File: src/rtl/i2a_pkg.sv
package i2a_pkg;

  localparam logic [2:0] CMD_HEX32 = 3'd0;
  localparam logic [2:0] CMD_HEX16 = 3'd1;
  localparam logic [2:0] CMD_HEX64 = 3'd2;
  localparam logic [2:0] CMD_PTR   = 3'd3;
  localparam logic [2:0] CMD_UDEC  = 3'd4;
  localparam logic [2:0] CMD_SDEC  = 3'd5;

  localparam logic [7:0] CHAR_ZERO      = 8'h30;
  localparam logic [7:0] CHAR_X         = 8'h78;
  localparam logic [7:0] CHAR_MINUS     = 8'h2D;
  localparam logic [7:0] HEX_UPPER_OFS  = 8'h37;
  localparam logic [7:0] HEX_LOWER_OFS  = 8'h57;
  localparam logic [31:0] SIGN_BIT      = 32'h8000_0000;

  localparam int NUM_DIGITS = 10;
  localparam int NUM_SLOTS  = 16;
  localparam int DABBLE_PER_STAGE = 8;

  typedef struct packed {
    logic [2:0]  command;
    logic        upper_case;
    logic [63:0] value;
  } i2a_item_t;

  typedef struct packed {
    logic [7:0] character;
    logic       is_last;
  } i2a_result_t;

  typedef struct packed {
    logic [2:0]  command;
    logic        upper_case;
    logic [63:0] value;
    logic        neg;
    logic [31:0] bin;
    logic [39:0] bcd;
  } i2a_work_t;

endpackage

File: src/rtl/i2a_front.sv
module i2a_front (
  input  logic                clk,
  input  logic                rst,
  input  logic                up_valid,
  output logic                up_ready,
  input  i2a_pkg::i2a_item_t  up,
  output logic                down_valid,
  input  logic                down_ready,
  output i2a_pkg::i2a_work_t  down
);

  logic               valid;
  i2a_pkg::i2a_work_t work;
  i2a_pkg::i2a_work_t work_next;
  logic [31:0]        low32;

  assign up_ready   = !valid || down_ready;
  assign down_valid = valid;
  assign down       = work;
  assign low32      = up.value[31:0];

  always_comb begin
    work_next.command    = up.command;
    work_next.upper_case = up.upper_case;
    work_next.value      = up.value;
    work_next.neg        = (up.command == i2a_pkg::CMD_SDEC) &&
                           ((low32 & i2a_pkg::SIGN_BIT) != 32'd0);
    work_next.bin        = work_next.neg ? (~low32 + 32'd1) : low32;
    work_next.bcd        = '0;
  end

  always_ff @(posedge clk) begin
    if (rst) begin
      valid <= 1'b0;
    end else if (up_ready) begin
      valid <= up_valid;
    end
  end

  always_ff @(posedge clk) begin
    if (up_ready) begin
      work <= work_next;
    end
  end

endmodule

File: src/rtl/i2a_dabble.sv
module i2a_dabble (
  input  logic                clk,
  input  logic                rst,
  input  logic                up_valid,
  output logic                up_ready,
  input  i2a_pkg::i2a_work_t  up,
  output logic                down_valid,
  input  logic                down_ready,
  output i2a_pkg::i2a_work_t  down
);

  logic               valid;
  i2a_pkg::i2a_work_t work;
  i2a_pkg::i2a_work_t work_next;

  assign up_ready   = !valid || down_ready;
  assign down_valid = valid;
  assign down       = work;

  always_comb begin
    work_next = up;
    for (int s = 0; s < i2a_pkg::DABBLE_PER_STAGE; s++) begin
      for (int d = 0; d < i2a_pkg::NUM_DIGITS; d++) begin
        if (work_next.bcd[4*d +: 4] >= 4'd5) begin
          work_next.bcd[4*d +: 4] = work_next.bcd[4*d +: 4] + 4'd3;
        end
      end
      {work_next.bcd, work_next.bin} = {work_next.bcd[38:0], work_next.bin, 1'b0};
    end
  end

  always_ff @(posedge clk) begin
    if (rst) begin
      valid <= 1'b0;
    end else if (up_ready) begin
      valid <= up_valid;
    end
  end

  always_ff @(posedge clk) begin
    if (up_ready) begin
      work <= work_next;
    end
  end

endmodule

File: src/rtl/i2a_emit.sv
module i2a_emit (
  input  logic                 clk,
  input  logic                 rst,
  input  logic                 up_valid,
  output logic                 up_ready,
  input  i2a_pkg::i2a_work_t   up,
  output logic                 result_valid,
  input  logic                 result_ready,
  output i2a_pkg::i2a_result_t result
);

  localparam logic [3:0] LAST_POS = 4'd15;

  logic       busy;
  logic [3:0] idx;
  logic [7:0] chars [i2a_pkg::NUM_SLOTS];
  logic [7:0] chars_next [i2a_pkg::NUM_SLOTS];
  logic [3:0] first_next;
  logic       ok_next;
  logic       last;

  function automatic logic [7:0] hex_char(input logic [3:0] nib, input logic upper);
    logic [7:0] ofs;
    ofs = upper ? i2a_pkg::HEX_UPPER_OFS : i2a_pkg::HEX_LOWER_OFS;
    if (nib < 4'd10) begin
      return i2a_pkg::CHAR_ZERO + {4'd0, nib};
    end
    return ofs + {4'd0, nib};
  endfunction

  always_comb begin
    ok_next    = 1'b1;
    first_next = LAST_POS;
    for (int p = 0; p < i2a_pkg::NUM_SLOTS; p++) begin
      chars_next[p] = hex_char(up.value[4*(15-p) +: 4], up.upper_case);
    end
    case (up.command)
      i2a_pkg::CMD_HEX32: begin
        for (int p = 15; p >= 8; p--) begin
          if (up.value[4*(15-p) +: 4] != 4'd0) begin
            first_next = 4'(p);
          end
        end
      end
      i2a_pkg::CMD_HEX16: begin
        for (int p = 15; p >= 12; p--) begin
          if (up.value[4*(15-p) +: 4] != 4'd0) begin
            first_next = 4'(p);
          end
        end
      end
      i2a_pkg::CMD_HEX64: begin
        first_next = 4'd0;
      end
      i2a_pkg::CMD_PTR: begin
        first_next    = 4'd6;
        chars_next[6] = i2a_pkg::CHAR_ZERO;
        chars_next[7] = i2a_pkg::CHAR_X;
      end
      i2a_pkg::CMD_UDEC, i2a_pkg::CMD_SDEC: begin
        for (int p = 15; p >= 6; p--) begin
          chars_next[p] = i2a_pkg::CHAR_ZERO + {4'd0, up.bcd[4*(15-p) +: 4]};
          if (up.bcd[4*(15-p) +: 4] != 4'd0) begin
            first_next = 4'(p);
          end
        end
        if (up.neg) begin
          first_next             = first_next - 4'd1;
          chars_next[first_next] = i2a_pkg::CHAR_MINUS;
        end
      end
      default: begin
        ok_next = 1'b0;
      end
    endcase
  end

  assign last         = (idx == LAST_POS);
  assign up_ready     = !busy || (result_ready && last);
  assign result_valid = busy;
  assign result.character = chars[idx];
  assign result.is_last   = last;

  always_ff @(posedge clk) begin
    if (rst) begin
      busy <= 1'b0;
    end else if (up_ready) begin
      busy <= up_valid && ok_next;
    end
  end

  always_ff @(posedge clk) begin
    if (up_ready) begin
      idx   <= first_next;
      chars <= chars_next;
    end else if (result_ready) begin
      idx <= idx + 4'd1;
    end
  end

endmodule

File: src/rtl/integer_to_ascii_formatter_core.sv
// The first character is valid once the item has passed all six register stages.
// Throughput: one character per cycle while result_ready is high; an item of n characters
//   (1 to 16) is followed with no gap by a waiting next item with a valid command.
// Six register stages: input/negate, four shift-add-3 stages of 8 bits each, emit buffer.
// Reset (rst, synchronous) clears every stage valid bit; no item survives reset.
module integer_to_ascii_formatter_core (
  input  logic                 clk,
  input  logic                 rst,
  input  logic                 item_valid,
  output logic                 item_ready,
  input  i2a_pkg::i2a_item_t   item,
  output logic                 result_valid,
  input  logic                 result_ready,
  output i2a_pkg::i2a_result_t result
);

  localparam int NUM_STAGES = 32 / i2a_pkg::DABBLE_PER_STAGE;

  logic               stg_valid [NUM_STAGES+1];
  logic               stg_ready [NUM_STAGES+1];
  i2a_pkg::i2a_work_t stg_work  [NUM_STAGES+1];

  i2a_front u_front (
    .clk        (clk),
    .rst        (rst),
    .up_valid   (item_valid),
    .up_ready   (item_ready),
    .up         (item),
    .down_valid (stg_valid[0]),
    .down_ready (stg_ready[0]),
    .down       (stg_work[0])
  );

  for (genvar g = 0; g < NUM_STAGES; g++) begin : g_dabble
    i2a_dabble u_dabble (
      .clk        (clk),
      .rst        (rst),
      .up_valid   (stg_valid[g]),
      .up_ready   (stg_ready[g]),
      .up         (stg_work[g]),
      .down_valid (stg_valid[g+1]),
      .down_ready (stg_ready[g+1]),
      .down       (stg_work[g+1])
    );
  end

  i2a_emit u_emit (
    .clk          (clk),
    .rst          (rst),
    .up_valid     (stg_valid[NUM_STAGES]),
    .up_ready     (stg_ready[NUM_STAGES]),
    .up           (stg_work[NUM_STAGES]),
    .result_valid (result_valid),
    .result_ready (result_ready),
    .result       (result)
  );

endmodule

File: config.mk
export PLATFORM = sky130hd
export DESIGN_NAME = integer_to_ascii_formatter_core
export DESIGN_NICKNAME = d
export VERILOG_FILES = /design/src/rtl/i2a_pkg.sv /design/src/rtl/i2a_front.sv /design/src/rtl/i2a_dabble.sv /design/src/rtl/i2a_emit.sv /design/src/rtl/integer_to_ascii_formatter_core.sv
export SDC_FILE = /design/constraint.sdc
export NUM_CORES = 1
export LEC_CHECK = 0
export BUFFER_PORTS_ARGS = -buffer_cell sky130_fd_sc_hd__buf_4
export CELL_PAD_IN_SITES_DETAIL_PLACEMENT = 1
export CELL_PAD_IN_SITES_GLOBAL_PLACEMENT = 1
export CORE_MARGIN = 2
export CORE_UTILIZATION = 46
export CTS_BUF_LIST = sky130_fd_sc_hd__clkbuf_4 sky130_fd_sc_hd__clkbuf_8 sky130_fd_sc_hd__clkbuf_16
export CTS_CLUSTER_DIAMETER = 40
export DETAILED_ROUTE_END_ITERATION = 10
export PLACE_DENSITY_LB_ADDON = 0.1
export SLEW_MARGIN = 10
export SYNTH_ARGS = -nofsm -noshare
export SYNTH_HDL_FRONTEND = slang
export SYNTH_SLANG_ARGS = --single-unit
export TNS_END_PERCENT = 30
File: constraint.sdc
create_clock -name clk -period 15.94 [get_ports clk]
set_clock_uncertainty 0.1 [all_clocks]
set_input_delay 4.782 -clock clk [delete_from_list [all_inputs] [get_ports clk]]
set_output_delay 4.782 -clock clk [all_outputs]
set_load 0.005 [all_outputs]
# [Word-level counts from Yosys, hierarchy flattened]
# Cells that the tools add are included.
[op_classes] add_sub_neg=310 n_reduce_logical=36 order_cmp=284 bitwise_logic=6 muxes=346 n_eq_ne=7
[op_table] operator="$ge A4 B3 Y1 const B" count=255
[op_table] operator="$mux W4" count=253
[op_table] operator="$add A4 B2 Y4 const B" count=234
[op_table] operator="$mux W8" count=35
[op_table] operator="$add A6 B4 Y7 const A" count=26
[op_table] operator="$mux W128" count=1
[op_table] operator="$add A8 B4 Y8" count=15
[op_table] operator="$mux W3" count=26
[op_table] operator="$and A64 B64 Y64" count=1
[op_table] operator="$lt A4 B4 Y1 const B" count=16
[op_table] operator="$mux W64" count=1
[op_table] operator="$not A64 Y64" count=1
[op_table] operator="$or A64 B64 Y64" count=1
[op_table] operator="$reduce_bool A4 Y1" count=16
[op_table] operator="$add A3 B2 Y3 const B" count=21
[op_table] operator="$mux W48" count=1
[op_table] operator="$add A32 B1 Y32 const B" count=1
[op_table] operator="$bmux W8 S4" count=1
[op_table] operator="$demux W8 S4" count=1
[op_table] operator="$mux W32" count=1
[op_table] operator="$not A32 Y32" count=1
[op_table] operator="$pmux W16 S2" count=1
[op_table] operator="$add A1 B2 Y3 const B" count=9
[op_table] operator="$ge A1 B3 Y1 const B" count=9
[op_table] operator="23 further kinds" count=62
[word_totals] regBits=711 out_inout_bits=11

# [Depth between registers and ports, before layout]
# Gate-level depths: netlist (run 1).
[depth] ltp_word=21 mapped_depth=37 depth_no_buf=36

# [Hierarchy]
# Synthesis (run 1) repeated with hierarchy kept, for this count alone.
[unflattened] cells_unflattened=7868 hier_area_um2=69437.8
[modules_own_cells] mod="i2a_dabble" area_each_um2=14440.1 seq_area_each_um2=4013.8 n_inst=4 cells_each=1716
[modules_own_cells] mod="i2a_emit" area_each_um2=7631.1 seq_area_each_um2=3503.4 n_inst=1 cells_each=755
[modules_own_cells] mod="i2a_front" area_each_um2=4046.4 seq_area_each_um2=3022.9 n_inst=1 cells_each=249

# [Worst setup path before layout (run 1)]
# OpenSTA, ideal clock, no wires.
[synth_path] path_type="input-to-output" startpoint="input result_ready" endpoint="output item_ready" path_stages=6 setup_slack_ns=-0.174 path_buffers=1 arrival_time_ns=11.232 required_ns=11.058 cell_sequence="nand2_1 -> and2_1 -> clkbuf_1 -> nand3_1 -> nor2_1 -> nand3_1"
[synth_between] elab_chain_cells=7
[synth_lines] element="from (decl)" line="integer_to_ascii_formatter_core.sv:13" source="input logic result_ready,"
[synth_lines] element="$logic_and A1 B1 Y1" line="i2a_emit.sv:79" source="assign up_ready = !busy || (result_ready && last);"
[synth_lines] element="$logic_or A1 B1 Y1" line="i2a_emit.sv:79"
[synth_lines] element="$logic_or A1 B1 Y1 (2 in a row)" line="i2a_dabble.sv:16" source="assign up_ready = !valid || down_ready;"
[synth_lines] element="via g_dabble[1].u_dabble.down_ready" line="i2a_dabble.sv:8" source="input logic down_ready,"
[synth_lines] element="$logic_or A1 B1 Y1 (2 in a row)" line="i2a_dabble.sv:16"
[synth_lines] element="$logic_or A1 B1 Y1" line="i2a_front.sv:17" source="assign up_ready = !valid || down_ready;"
[synth_lines] element="to (decl)" line="integer_to_ascii_formatter_core.sv:10" source="output logic item_ready,"
# The timed path passes the listed nets, and every way through them passes these cells.

# [Worst setup path after layout (run 1)]
# Ends and elaborated chain as after synthesis.

==> impl_metrics.json, run 1 <==
{
  "timing.final.setup_violations": 0,
  "post_drt_via_cell_ratio": 5.82,
  "yosys_warnings": 0,
  "numPlacedInstances": 5467,
  "period_share": 0.788,
  "synth.net_count": 4464,
  "mostFrequentLayoutCell": "sky130_fd_sc_hd__edfxtp_1",
  "drc_errors": 0,
  "min_to": "g_dabble[2].u_dabble.down[129]",
  "hold_violations": 0,
  "critical_path_class": "primary input to output port",
  "antenna_found_initial": 2,
  "max-slew-margin-rel": 0.262,
  "cts_root_buffer": "sky130_fd_sc_hd__clkbuf_16",
  "max-clock-path-buffers": 3,
  "finalMaxSlewViolations": 0,
  "cp_required_ns": 11.06,
  "die_h_um": 310,
  "synth_xor_xnor_area_share": 0.0374,
  "synth.distinct_cells": 140,
  "core_area_um2": 92900,
  "core.rowCount": 112,
  "route.detailed.wl_per_inst_um": 19.2,
  "timing.final.ws_setup_ns": 3.38,
  "n_antenna_cell": 0,
  "achievable-frequency_ghz": 0.0796,
  "crit_path_max_incr_delay_ns": 0.80,
  "cts.clk_slew.worst_paths_ns": 0.06,
  "startpoint_type": "primary input",
  "seqCellArea_um2": 19300,
  "synth_top_family_by_area": "compound AO/OA/AOI/OAI gates",
  "syn-instance-count": 4224,
  "layout_net_count": 4545,
  "first_iter_violations": 1797,
  "cts_hold_buffers": 0,
  "tritoncts.num_buffers": 90,
  "critical_path_arrival_ns": 7.68,
  "cpMaxStageDelayCell": "sky130_fd_sc_hd__nor2_1",
  "reg2reg_from": "g_dabble[2].u_dabble.down[0]",
  "final_layout_size_suffix_gt1_frac": 0.126,
  "dp_slack_ns": 3.32,
  "drt_pass1_iterations": 5,
  "crit_path_max_fanout": 55,
  "layoutNonFillerInstCount": 5633,
  "drt-total-wl_um": 108000,
  "syn_area_um2": 42900,
  "hold_path_startpoint": "g_dabble[1].u_dabble.down[129]",
  "clkLatencyLatePin_ns": 0.67,
  "total_buffers_and_inverters_traversed_by_the_critical_path": 2,
  "cpLargestDelayFamily": "simple AND/OR/NAND/NOR gates",
  "adder_and_majority_cell_fraction_of_the_synthesized_area": 0.0501,
  "synth_edf_count": 638,
  "run_status": "completed",
  "syn_avg_cell_area_um2": 10.2,
  "routability_driven_placement_congestion_ratio": 0.859,
  "final_setup_tns_ns": 0,
  "compound_gate_portion_of_the_synthesized_area": 0.216,
  "crit_chain": "buf_4 -> nand2_1 -> and2_1 -> nand3_4 -> nor2_1 -> nand3_4 -> buf_4",
  "ys_async_sr_fraction": 0,
  "finalCriticalPeriod_ns": 12.56,
  "sequential_share_of_the_synthesized_area": 0.449,
  "finalCoreUtilization": 0.516,
  "ys_seq_elements": 644,
  "r2r_setup_slack_ns": 7.90,
  "most-common-layout-cells": "sky130_fd_sc_hd__edfxtp_1 (638), sky130_fd_sc_hd__nand2_1 (355), sky130_fd_sc_hd__nor2_1 (348)",
  "die_x_um": 310,
  "setup_repair_after_global_routing_missed_its_margin": "false",
  "detailedPlacementHpwl_um": 80200,
  "hold_path_depth": 0,
  "floorplan.io_pins": 83,
  "grt_max_degree": 76,
  "cap_viol_max_count": 0,
  "fillers": 10200,
  "grt_pass1_vias": 32800,
  "htreeDepth": 3,
  "area_of_combinational_cells_with_multiple_inputs_um2": 22200,
  "clock_sink_count": 644,
  "cts_setup_buffers": 0,
  "synth_simple_gate_area_frac": 0.152,
  "synthToLayoutAreaGrowth_pct": 11.7,
  "max_slew.worst_pin.slew_ns": 1.10,
  "initial_core_util": 0.462,
  "postRouteAntennaNets": 0,
  "reg2reg_depth": 30,
  "track_usage": 0.224,
  "clock_tree_from_tritoncts": "built",
  "cts_resized": 0,
  "dieArea_um2": 95800,
  "synth-main-ff-cell": "sky130_fd_sc_hd__edfxtp_1",
  "grt_first_pass_wirelength_um": 174000,
  "total_grt_overflow": 0,
  "worstHoldPathType": "flip-flop to flip-flop",
  "cp-end-kind": "output port",
  "post_synth_mux_area_share": 0.0609,
  "number_of_input_and_output_port_buffers_inserted": 81,
  "detailroute.via_count": 32800,
  "crit-reg2reg-capture": "g_dabble[3].u_dabble.down[6]"
}
sequential cells by signal (all words and copies together), names as in the netlist:
name,count
g_dabble.u_dabble.down,422
u_emit.chars,112
u_front.down,100
g_dabble.u_dabble.down_valid,4
u_emit.idx,4
u_emit.result_valid,1
u_front.down_valid,1
how the worst max path moves through the flow:
stage                             from    endpoint  slack, ns  cells after the start
after floorplan           result_ready  item_ready       0.69                      6
after global placement    result_ready  item_ready       3.47                      7
after detailed placement  result_ready  item_ready       3.32                      7
after CTS                 result_ready  item_ready       3.29                      7
after global routing      result_ready  item_ready       3.04                      7
final                     result_ready  item_ready       3.38                      7
cell families after synthesis:
group / Yosys count
mux: 202
xor+xnor: 161
simple gates: 1328
fa+ha+maj: 173
buf+inv: 382
flops: 644
other cells: 1
compound gates: 1333
cell type report:
type / count / area share
Clock inverter: 69 / 0.0170
Timing Repair Buffer: 104 / 0.0163
Clock buffer: 97 / 0.0480
Sequential cell: 644 / 0.402
Multi-Input combinational cell: 3198 / 0.463
Tap cell: 1254 / 0.0327
Inverter: 267 / 0.0210
cell usage after synthesis, types with 80 or more instances:
| cell type | count | area, µm² |
|---|---|---|
| sky130_fd_sc_hd__a21oi_1 | 312 | 1560 |
| sky130_fd_sc_hd__edfxtp_1 | 638 | 19200 |
| sky130_fd_sc_hd__ha_1 | 168 | 2100 |
| sky130_fd_sc_hd__inv_1 | 255 | 957 |
| sky130_fd_sc_hd__mux2i_1 | 92 | 921 |
| sky130_fd_sc_hd__nand2_1 | 357 | 1340 |
| sky130_fd_sc_hd__nand2b_1 | 80 | 500 |
| sky130_fd_sc_hd__nand3_1 | 104 | 521 |
| sky130_fd_sc_hd__nor2_1 | 348 | 1310 |
| sky130_fd_sc_hd__nor3_1 | 105 | 526 |
| sky130_fd_sc_hd__o21ai_0 | 259 | 1300 |
| sky130_fd_sc_hd__xnor2_1 | 103 | 902 |
layer usage:
metal / global-route usage / wire, µm / up-vias
li1: - / - / 16200
met1: 0.301 / 49400 / 15900
met2: 0.379 / 52100 / 484
met3: 0.0337 / 4290 / 130
met4: 0.0557 / 2230 / 0
met5: 0 / 0 / -
metrics by stage:
| step | area, µm² | hold slack [ns] |
|---|---|---|
| floorplan | 42900 | 0.300 |
| global placement | 44900 | 0.301 |
| detailed placement | 44900 | 0.306 |
| CTS | 48000 | 0.305 |
| global route | 48000 | 0.318 |
| finish | 48000 | 0.311 |
Power of run 1 is left out: the tool's default activity adds up to more than one toggle a clock period on the data nets, which glitch-free logic cannot reach.
==> run 2: changes to the inputs <==
- CORE_UTILIZATION: 46 -> 51
- clock period: 15.94 -> 12.75 ns (I/O delays scaled with it)
==> impl_metrics.json, run 2 (synthesis results as in run 1) <==
{
  "run_status": "completed",
  "core_area_um2": 83600,
  "mostFrequentLayoutCell": "sky130_fd_sc_hd__edfxtp_1",
  "grt_first_pass_wirelength_um": 179000,
  "crit-reg2reg-capture": "g_dabble[3].u_dabble.down[6]",
  "die_h_um": 294,
  "reg2reg_from": "g_dabble[2].u_dabble.down[0]",
  "finalCriticalPeriod_ns": 10.60,
  "htreeDepth": 3,
  "cp_required_ns": 8.82,
  "cpLargestDelayFamily": "simple AND/OR/NAND/NOR gates",
  "cap_viol_max_count": 0,
  "hold_violations": 0,
  "post_drt_via_cell_ratio": 6.12,
  "fillers": 9095,
  "cts_setup_buffers": 0,
  "postRouteAntennaNets": 0,
  "crit_chain": "buf_4 -> nand2_1 -> and2_1 -> nand3_4 -> nor2_1 -> nand3_4 -> buf_4",
  "endpoint": "item_ready",
  "critical_path_class": "primary input to output port",
  "cp-end-kind": "output port",
  "achievable-frequency_ghz": 0.0943,
  "finalMaxSlewViolations": 0,
  "total_buffers_and_inverters_traversed_by_the_critical_path": 2,
  "max-clock-path-buffers": 3,
  "timing.final.setup_violations": 0,
  "die_x_um": 294,
  "critical_path_arrival_ns": 6.68,
  "most-common-layout-cells": "sky130_fd_sc_hd__edfxtp_1 (638), sky130_fd_sc_hd__nand2_1 (355), sky130_fd_sc_hd__nor2_1 (348)",
  "clkLatencyLatePin_ns": 0.67,
  "drt-total-wl_um": 112000,
  "first_iter_violations": 2189,
  "core.rowCount": 106,
  "drc_errors": 0,
  "number_of_input_and_output_port_buffers_inserted": 81,
  "finalCoreUtilization": 0.571,
  "synthToLayoutAreaGrowth_pct": 11.2,
  "track_usage": 0.255,
  "r2r_setup_slack_ns": 4.46,
  "cts_resized": 0,
  "routability_driven_placement_congestion_ratio": 0.873,
  "detailedPlacementHpwl_um": 79300,
  "max_slew.worst_pin.slew_ns": 1.16,
  "reg2reg_depth": 27,
  "final_layout_size_suffix_gt1_frac": 0.127,
  "cpMaxStageDelayCell": "sky130_fd_sc_hd__nor2_1",
  "crit_path_max_fanout": 47,
  "clock_sink_count": 644,
  "worst_setup_path_startpoint": "result_ready",
  "period_share": 0.832,
  "grt_pass1_vias": 33300,
  "critical_path_depth": 7,
  "tritoncts.num_buffers": 92,
  "dieArea_um2": 86500,
  "detailroute.via_count": 33400,
  "cts_root_buffer": "sky130_fd_sc_hd__clkbuf_16",
  "antenna_found_initial": 1,
  "layout_net_count": 4544,
  "clock_tree_from_tritoncts": "built",
  "postLayoutCellArea_um2": 47700,
  "final_setup_tns_ns": 0,
  "crit_path_max_incr_delay_ns": 0.81,
  "startpoint_type": "primary input",
  "drt_pass1_iterations": 6,
  "largest_reg_flops": 422,
  "max-slew-margin-rel": 0.225,
  "floorplan.io_pins": 83,
  "cts.clk_slew.worst_paths_ns": 0.06,
  "setup_repair_after_global_routing_missed_its_margin": "false",
  "dpl-instance-area_um2": 44600,
  "cts_hold_buffers": 0,
  "total_grt_overflow": 0,
  "initial_core_util": 0.514,
  "route.detailed.wl_per_inst_um": 20.4,
  "grt_max_degree": 75,
  "worstHoldPathType": "flip-flop to flip-flop"
}
[run 2: how the worst min path moves through the flow]
| stage | from | endpoint | slack (ns) | cells past startpoint |
|---|---|---|---|---|
| 4_1_cts | u_front.down[63] | g_dabble[0].u_dabble.down[71] | 0.31 | 0 |
| 2_1_floorplan | u_front.down[64] | g_dabble[0].u_dabble.down[0] | 0.30 | 0 |
| 3_5_place_dp | u_front.down[102] | g_dabble[0].u_dabble.down[102] | 0.31 | 0 |
| 3_3_place_gp | g_dabble[1].u_dabble.down[86] | g_dabble[2].u_dabble.down[86] | 0.30 | 0 |
| 6_report | u_front.down[121] | g_dabble[0].u_dabble.down[121] | 0.31 | 0 |
| 5_1_grt | u_front.down[121] | g_dabble[0].u_dabble.down[121] | 0.31 | 0 |
[run 2: layout make-up]
cell class / count / area (µm²) / area share
Tap cell: 1080 / 1350 / 0.0283
Sequential cell: 644 / 19300 / 0.404
Antenna cell: 1 / 2.50 / 0.0000524
Clock buffer: 99 / 2390 / 0.0501
Inverter: 267 / 1010 / 0.0211
Timing Repair Buffer: 101 / 758 / 0.0159
Clock inverter: 72 / 733 / 0.0154
Multi-Input combinational cell: 3198 / 22200 / 0.465
[run 2: per-stage QoR]
step,setup WS (ns),instances,hold slack [ns]
after CTS,2.10,5461,0.310
final,2.15,5462,0.305
after global placement,2.37,5290,0.301
after floorplan,0.821,4224,0.300
after global routing,1.86,5462,0.310
after detailed placement,2.13,5290,0.306
[run 2: routing by layer]
metal,GRT usage,part of all wire
met4,0.0725,0.027
met3,0.0351,0.042
met2,0.443,0.49
met5,0,0
met1,0.332,0.44
Power of run 2 is left out for the same reason.
